File: config.mk
export PLATFORM = sky130hd
export DESIGN_NAME = multiset_table
export DESIGN_NICKNAME = d
export VERILOG_FILES = /design/src/hw/rtl/mst_pkg.sv /design/src/hw/rtl/mst_store.sv /design/src/hw/rtl/multiset_table.sv
export VERILOG_INCLUDE_DIRS = /design/src /design/src/hw/rtl
export SDC_FILE = /design/constraint.sdc
export NUM_CORES = 2
export LEC_CHECK = 0
export BUFFER_PORTS_ARGS = -buffer_cell sky130_fd_sc_hd__buf_4
export CAP_MARGIN = 5
export CORE_ASPECT_RATIO = 0.6
export CORE_MARGIN = 10
export CORE_UTILIZATION = 41
export CTS_BUF_LIST = sky130_fd_sc_hd__clkbuf_8
export CTS_CLUSTER_DIAMETER = 80
export DETAILED_ROUTE_END_ITERATION = 16
export PLACE_DENSITY = 0.56
export SYNTH_ARGS = -nofsm -noshare
export SYNTH_HDL_FRONTEND = slang
export SYNTH_SLANG_ARGS = --single-unit
File: constraint.sdc
create_clock -name clk -period 5.2 [get_ports clk]
set_input_delay 0 -clock clk [delete_from_list [all_inputs] [get_ports clk]]
set_output_delay 0 -clock clk [all_outputs]
set_load 0.03 [all_outputs]
File: src/hw/rtl/multiset_table_assert.svh
// ----------------------------------------------------------------------------
// multiset_table_assert.svh
// Assertion macros for the multiset table. They are empty in synthesis.
// ----------------------------------------------------------------------------
`ifndef MULTISET_TABLE_ASSERT_SVH
`define MULTISET_TABLE_ASSERT_SVH

`ifndef SYNTHESIS

// Condition holds at every clock edge out of reset.
`define MST_ASSERT_ALWAYS(label, clk, rst, cond) \
  label: assert property (@(posedge clk) disable iff (rst) (cond)) \
    else $error("multiset_table: assertion failed");

// Consequent holds in the same cycle as the antecedent.
`define MST_ASSERT_IMPLY(label, clk, rst, ante, cons) \
  label: assert property (@(posedge clk) disable iff (rst) (ante) |-> (cons)) \
    else $error("multiset_table: assertion failed");

`else

`define MST_ASSERT_ALWAYS(label, clk, rst, cond)
`define MST_ASSERT_IMPLY(label, clk, rst, ante, cons)

`endif

`endif

File: src/hw/rtl/mst_pkg.sv
// ----------------------------------------------------------------------------
// mst_pkg
// Types and constants shared by the multiset table modules.
// ----------------------------------------------------------------------------
`timescale 1ns / 1ps

package mst_pkg;

  localparam int DISTINCT_CAPACITY_DEF = 64;
  localparam int TOTAL_CAPACITY_DEF    = 1024;
  localparam int KEY_WIDTH_DEF         = 32;

  // Fixed field widths of the request and response
  localparam int KEY_FIELD_W   = 32;
  localparam int COUNT_FIELD_W = 11;
  localparam int DIST_FIELD_W  = 7;

  typedef enum logic [1:0] {
    OP_ADD    = 2'd0,
    OP_REMOVE = 2'd1,
    OP_QUERY  = 2'd2
  } opcode_t;

  typedef enum logic [1:0] {
    STAT_OK        = 2'd0,
    STAT_NOT_FOUND = 2'd1,
    STAT_FULL      = 2'd2
  } status_t;

  typedef struct packed {
    logic [1:0]             opcode;
    logic [KEY_FIELD_W-1:0] key;
  } req_t;

  typedef struct packed {
    status_t                  status;
    logic                     was_present;
    logic [COUNT_FIELD_W-1:0] key_count;
    logic [COUNT_FIELD_W-1:0] total_size;
    logic [DIST_FIELD_W-1:0]  distinct_size;
    logic                     is_empty;
  } rsp_t;

endpackage

File: src/hw/rtl/mst_store.sv
// ----------------------------------------------------------------------------
// mst_store
// Entry memory: key and count per slot, one write port, one registered read.
// ----------------------------------------------------------------------------
`timescale 1ns / 1ps

module mst_store #(
  parameter int DEPTH = mst_pkg::DISTINCT_CAPACITY_DEF,
  parameter int KW    = mst_pkg::KEY_WIDTH_DEF,
  parameter int CW    = $clog2(mst_pkg::TOTAL_CAPACITY_DEF + 1)
) (
  input  logic                     clk,
  input  logic                     rd_en,
  input  logic [$clog2(DEPTH)-1:0] rd_addr,
  output logic [KW-1:0]            rd_key,
  output logic [CW-1:0]            rd_cnt,
  input  logic                     wr_en,
  input  logic [$clog2(DEPTH)-1:0] wr_addr,
  input  logic [KW-1:0]            wr_key,
  input  logic [CW-1:0]            wr_cnt
);

  logic [KW-1:0] key_mem [DEPTH];
  logic [CW-1:0] cnt_mem [DEPTH];

  always_ff @(posedge clk) begin
    if (wr_en) begin
      key_mem[wr_addr] <= wr_key;
      cnt_mem[wr_addr] <= wr_cnt;
    end
  end

  always_ff @(posedge clk) begin
    if (rd_en) begin
      rd_key <= key_mem[rd_addr];
      rd_cnt <= cnt_mem[rd_addr];
    end
  end

endmodule

File: src/hw/rtl/multiset_table.sv
// ----------------------------------------------------------------------------
// multiset_table
// Bag of keys with a count per distinct key, kept in insertion order.
// ----------------------------------------------------------------------------
// Each request (add, remove or query of one key) is handled alone by a small
// sequencer around one entry memory with a single read and a single write
// port. A linear scan reads one stored key per cycle and stops at the first
// match. With n distinct keys stored, an add, a query or a remove that keeps
// the key scans at most those n keys, then updates the entry and registers
// its response. A remove that drops a key's count to zero also compacts the
// later entries, one entry per cycle, before it responds. A response that is
// held by rsp_stall delays the end of the request by the length of the stall.
// The request side is stalled while a request is in progress. A finished
// response waits in an output register, and the next request may be accepted
// meanwhile, from the same cycle in which the response appears.
`timescale 1ns / 1ps

`include "multiset_table_assert.svh"

module multiset_table #(
  parameter int DISTINCT_CAPACITY = mst_pkg::DISTINCT_CAPACITY_DEF,
  parameter int TOTAL_CAPACITY    = mst_pkg::TOTAL_CAPACITY_DEF,
  parameter int KEY_WIDTH         = mst_pkg::KEY_WIDTH_DEF
) (
  input  logic          clk,
  input  logic          rst,
  input  logic          req_valid,
  input  mst_pkg::req_t req,
  output logic          req_stall,
  output logic          rsp_valid,
  output mst_pkg::rsp_t rsp,
  input  logic          rsp_stall
);

  import mst_pkg::*;

  localparam int KW = (KEY_WIDTH < KEY_FIELD_W) ? KEY_WIDTH : KEY_FIELD_W;
  localparam int AW = $clog2(DISTINCT_CAPACITY);
  localparam int DW = $clog2(DISTINCT_CAPACITY + 1);
  localparam int CW = $clog2(TOTAL_CAPACITY + 1);

  typedef enum logic [2:0] {
    S_IDLE,
    S_SCAN,
    S_EXEC,
    S_SHIFT,
    S_DONE
  } state_t;

  state_t        state;
  opcode_t       op;
  logic [KW-1:0] key_q;
  logic [DW-1:0] idx;
  logic          pend;
  logic [AW-1:0] pend_addr;
  logic [AW-1:0] pos;
  logic          found;
  logic [CW-1:0] cnt;
  status_t       status;
  logic [DW-1:0] distinct;
  logic [CW-1:0] total;

  logic          rd_en;
  logic [AW-1:0] rd_addr;
  logic [KW-1:0] rd_key;
  logic [CW-1:0] rd_cnt;
  logic          wr_en;
  logic [AW-1:0] wr_addr;
  logic [KW-1:0] wr_key;
  logic [CW-1:0] wr_cnt;

  logic          hit;
  logic          tot_full;
  logic          dist_full;
  logic          add_found;
  logic          add_new;
  logic          rem_keep;
  logic [CW-1:0] cnt_inc;
  logic [CW-1:0] cnt_dec;
  logic [31:0]   cnt_w;
  logic [31:0]   tot_w;
  logic [31:0]   dist_w;

  mst_store #(
    .DEPTH (DISTINCT_CAPACITY),
    .KW    (KW),
    .CW    (CW)
  ) u_store (
    .clk     (clk),
    .rd_en   (rd_en),
    .rd_addr (rd_addr),
    .rd_key  (rd_key),
    .rd_cnt  (rd_cnt),
    .wr_en   (wr_en),
    .wr_addr (wr_addr),
    .wr_key  (wr_key),
    .wr_cnt  (wr_cnt)
  );

  assign hit       = pend && (rd_key == key_q);
  assign tot_full  = total >= CW'(TOTAL_CAPACITY);
  assign dist_full = distinct >= DW'(DISTINCT_CAPACITY);
  assign cnt_inc   = cnt + CW'(1);
  assign cnt_dec   = (cnt != '0) ? cnt - CW'(1) : '0;
  assign add_found = (op == OP_ADD) && !tot_full && found;
  assign add_new   = (op == OP_ADD) && !tot_full && !found && !dist_full;
  assign rem_keep  = (op == OP_REMOVE) && found && (cnt_dec != '0);

  assign req_stall = (state != S_IDLE);

  assign cnt_w  = 32'(cnt);
  assign tot_w  = 32'(total);
  assign dist_w = 32'(distinct);

  // Memory port steering
  always_comb begin
    rd_en   = 1'b0;
    rd_addr = idx[AW-1:0];
    wr_en   = 1'b0;
    wr_addr = pos;
    wr_key  = key_q;
    wr_cnt  = cnt_dec;
    case (state)
      S_SCAN: begin
        rd_en = !hit && (idx != distinct);
      end
      S_EXEC: begin
        wr_en = add_found || add_new || rem_keep;
        if (add_new) begin
          wr_addr = distinct[AW-1:0];
          wr_cnt  = CW'(1);
        end else if (add_found) begin
          wr_cnt = cnt_inc;
        end
      end
      S_SHIFT: begin
        // read slot idx while writing the previously read slot one place down
        rd_en   = (idx != distinct);
        wr_en   = pend;
        wr_addr = pend_addr - AW'(1);
        wr_key  = rd_key;
        wr_cnt  = rd_cnt;
      end
      default: begin
      end
    endcase
  end

  always_ff @(posedge clk) begin
    if (rst) begin
      state     <= S_IDLE;
      rsp_valid <= 1'b0;
      distinct  <= '0;
      total     <= '0;
      pend      <= 1'b0;
    end else begin
      // S_DONE drives rsp_valid itself
      if (rsp_valid && !rsp_stall && (state != S_DONE)) begin
        rsp_valid <= 1'b0;
      end
      case (state)
        S_IDLE: begin
          if (req_valid) begin
            op    <= opcode_t'(req.opcode);
            key_q <= req.key[KW-1:0];
            idx   <= '0;
            pend  <= 1'b0;
            state <= S_SCAN;
          end
        end
        S_SCAN: begin
          if (hit) begin
            found <= 1'b1;
            pos   <= pend_addr;
            cnt   <= rd_cnt;
            pend  <= 1'b0;
            state <= S_EXEC;
          end else if (idx == distinct) begin
            found <= 1'b0;
            cnt   <= '0;
            pend  <= 1'b0;
            state <= S_EXEC;
          end else begin
            pend      <= 1'b1;
            pend_addr <= idx[AW-1:0];
            idx       <= idx + DW'(1);
          end
        end
        S_EXEC: begin
          status <= STAT_OK;
          state  <= S_DONE;
          case (op)
            OP_ADD: begin
              if (tot_full) begin
                status <= STAT_FULL;
              end else if (found) begin
                cnt   <= cnt_inc;
                total <= total + CW'(1);
              end else if (dist_full) begin
                status <= STAT_FULL;
              end else begin
                cnt      <= CW'(1);
                distinct <= distinct + DW'(1);
                total    <= total + CW'(1);
              end
            end
            OP_REMOVE: begin
              if (!found) begin
                status <= STAT_NOT_FOUND;
              end else begin
                cnt <= cnt_dec;
                if (total != '0) begin
                  total <= total - CW'(1);
                end
                if (cnt_dec == '0) begin
                  idx   <= DW'(pos) + DW'(1);
                  pend  <= 1'b0;
                  state <= S_SHIFT;
                end
              end
            end
            default: begin
            end
          endcase
        end
        S_SHIFT: begin
          if (idx != distinct) begin
            pend      <= 1'b1;
            pend_addr <= idx[AW-1:0];
            idx       <= idx + DW'(1);
          end else begin
            pend <= 1'b0;
            if (!pend) begin
              distinct <= distinct - DW'(1);
              state    <= S_DONE;
            end
          end
        end
        S_DONE: begin
          if (!rsp_valid || !rsp_stall) begin
            rsp_valid         <= 1'b1;
            rsp.status        <= status;
            rsp.was_present   <= found;
            rsp.key_count     <= cnt_w[COUNT_FIELD_W-1:0];
            rsp.total_size    <= tot_w[COUNT_FIELD_W-1:0];
            rsp.distinct_size <= dist_w[DIST_FIELD_W-1:0];
            rsp.is_empty      <= (distinct == '0);
            state             <= S_IDLE;
          end
        end
        default: begin
          state <= S_IDLE;
        end
      endcase
    end
  end

  // the dropped key still counts as distinct until compaction ends
  `MST_ASSERT_ALWAYS(a_total_cap, clk, rst, total <= CW'(TOTAL_CAPACITY))
  `MST_ASSERT_IMPLY(a_total_ge_distinct, clk, rst, state != S_SHIFT, 32'(total) >= 32'(distinct))
  `MST_ASSERT_IMPLY(a_rsp_from_done, clk, rst, $rose(rsp_valid), $past(state == S_DONE))

endmodule

==> impl_metrics.tcl <==
set metrics [dict create \
    finalSetupViolations 0 \
    critPathSlowestCell "a221oi_4" \
    yosysMostFrequentCell "edfxtp_1" \
    slew_headroom_pct 11.9 \
    synth_seq_area_share_pct 77.3 \
    crit_path_start_kind "register" \
    grt_max_degree 97 \
    netlist_top_cells_count "edfxtp_1, mux4_2, nand2_1" \
    finalWeightedCongestion 0.896 \
    routedWlPerCell_um 32.7 \
    path_max_fanout 32 \
    antenna_left 0 \
    synthToLayoutAreaGrowth_pct 13.9 \
    rsz0062_at_grt "false" \
    async_reset_ff_share_pct 0 \
    combPwrFrac_pct 9.4 \
    cts_root_buf "clkbuf_8" \
    leakagePower_nw 40.1 \
    nets 5533 \
    p_clk_share_pct 35.9 \
    synth_area_per_cell_um2 23.0 \
    hold_violations 0 \
    ys.flop_type "edfxtp_1" \
    start_util_pct 41.2 \
    p_int_mw 36.2 \
    synth-seq-cells 2918 \
    synth.area.top_cells "edfxtp_1, mux4_2, nand2_1, a22oi_1, clkbuf_1" \
    synth-edff-count 2895 \
    antenna_found_initial 15 \
    power.density_nw_per_um2 370 \
    outcome "completed" \
    finalMaxSlewViolations 0 \
    crit_required_ns 5.82 \
    routed_wl_um 310000 \
    hp-class "primary input to register" \
    endpoint_kind "register" \
    remaining_drc_errors 0 \
    max-cap-violations 0 \
    die_h_um 427 \
    grt_pass1_vias 54856 \
    numPortBuffers 72 \
    cts_tree "done" \
    cts_resized 0 \
    drt_iter0_markers 7741 \
    clkTransAtPathRegs_ns 0.08 \
    stdcell_area_um2 129000 \
    crit_chain "inv_1, ha_1, nor4b_4, nand2_2, o41ai_4, nand4b_4, a221oi_4, buf_12, nor3_2, buf_4" \
    peakVddDrop_mv 0.202 \
    cts_buffer_depth 4 \
    rows 149 \
    via_per_inst 5.94 \
    multiInputGateArea_um2 25100 \
    p_seq_share_pct 54.7 \
    n_fill_cell 22409 \
    io-pin-count 73 \
    dp_cells 8684 \
    setup_ws_ns 0.494 \
    htreeDepth 5 \
    cp_data_arrival_time_ns 5.33 \
    synth_fp_nets 4975 \
    grt_overflow_total 0 \
    hpwl_um 180000 \
    dpl-instance-area_um2 121000 \
    power_switching_mw 11.4 \
    synth_cell_types 75 \
    cts_buffers 412 \
    register_area_um2 87400 \
    global_route.usage.total_pct 20.3 \
    cts_sinks 2918 \
    postCtsSetupBuffers 0 \
    syn_inst 4917 \
    crit_type "register to register" \
    clock_skew_ns 0.0560 \
    synth_top_area_share_pct 76.8 \
    p_sw_share_pct 24.0 \
    pre_cts_ws_ns 0.644 \
    max_freq_ghz 0.212 \
    finalCritPeriodShare_pct 90.5 \
    dr.pass1.iters 6 \
    die_area_um2 298000 \
    ctsHoldBuffers 75 \
    drive_above_1_share_pct 31.6 \
    worstMarginPinSlew_ns 1.32 \
    final_cells 9474 \
    yosysWarnings 0 \
    grt_pass1_wl_um 435000 \
    post-route-min-period_ns 4.71 \
    synth_largest_area_cell "edfxtp_1" \
    die_w_um 698 \
    vias 56264 \
    syn_area_um2 113000 \
    clk_latency_ns 1.00 \
    critical-path-max-stage-delay_ns 1.01 \
    design.core.area_um2 275000 \
]
==> cells in the final DEF, fill, tap and decap left out, drive strengths merged, types with 10 or more instances in the layout <==
cell type / instances
a22oi: 92
o22ai: 15
o21ai: 38
xnor2: 44
xor2: 19
dlygate4sd3: 75
a211oi: 12
clkinv: 152
nor2b: 12
nor2: 56
nor4: 10
a21oi: 37
nand2: 222
nor3: 87
mux4: 860
bufinv: 17
nand3: 25
nand4: 19
clkbuf: 422
buf: 337
inv: 134
and3: 11
ha: 18
edfxtp: 2895
dfxtp: 23
==> flip-flops by register name, summed over array words and instances, names as in the netlist, 2 cells and up <==
signal           flops
idx                  7
key_q               32
pend_addr            6
status               2
pos                  6
u_store.rd_cnt      11
op                   2
u_store.cnt_mem    704
rsp                 33
u_store.key_mem   2048
distinct             7
cnt                 11
total               11
state                3
u_store.rd_key      32
==> cells by family after synthesis <==
kind of cell | count (synthesis) | share of synthesized area [%]
adders and majority gates | 20 | 0.234
xor gates and xnor gates | 63 | 0.488
muxes | 869 | 17.2
DFF | 2918 | 77.3
buffers and inverters | 288 | 1.07
AOI/OAI and AO/OA | 269 | 1.69
and+or+nand+nor | 490 | 2.06
==> power by group through the flow <==
stage / Combinational [mW] / Sequential [mW] / Clock (mW)
floorplan: 2.81 / 26.5 / 0
global placement: 4.44 / 26.5 / 0
detailed placement: 4.46 / 26.5 / 0
CTS: 4.52 / 26.0 / 17.4
global route: 4.72 / 26.0 / 18.5
finish: 4.49 / 26.0 / 17.1
==> final cells by class <==
cell class	instances	share of cell area (%)
Timing Repair Buffer	412	3.22
Clock buffer	422	4.51
Clock inverter	291	1.31
Sequential cell	2918	67.8
Inverter	20	0.0583
Antenna cell	1	0.00194
Multi-Input combinational cell	1711	19.5
Tap cell	3699	3.59
==> per-layer routing <==
metal / GRT usage, % / wire (um)
met2: 27.7 / 128000
met4: 4.03 / 5670
met5: 0 / 11
met1: 32.9 / 143000
met3: 5.20 / 32600
==> worst max-delay path: cells and delay by family (launching register included) <==
kind            cells  cell delay, ns
flops               1            0.54
fa+ha+maj           1            0.38
buf+inv             3            0.81
simple gates        4            0.96
compound gates      2            1.55
==> final timing paths <==
path / cells past startpoint / endpoint / startpoint / slack (ns)
max: 10 / u_store.key_mem[2][16] / cnt[1] / 0.49
min: 7 / state[0] / rsp_stall / 0.13
max reg2reg: 10 / u_store.key_mem[2][16] / cnt[1] / 0.49
min reg2reg: 0 / rsp[32] / status[1] / 0.43
==> per-stage QoR <==
| step | power [mW] | hold slack (ns) | TNS, ns | utilization, % |
|---|---|---|---|---|
| 2_1_floorplan | 29.3 | 0.0989 | -811.33 | - |
| 3_3_place_gp | 31.0 | 0.209 | 0 | 43.9 |
| 3_5_place_dp | 31.0 | 0.199 | 0 | 43.9 |
| 4_1_cts | 48.0 | 0.0472 | 0 | 46.9 |
| 5_1_grt | 49.3 | 0.120 | 0 | 46.9 |
| 6_report | 47.6 | 0.133 | 0 | 46.9 |
Note: power is estimated with default switching activity, not from simulation.
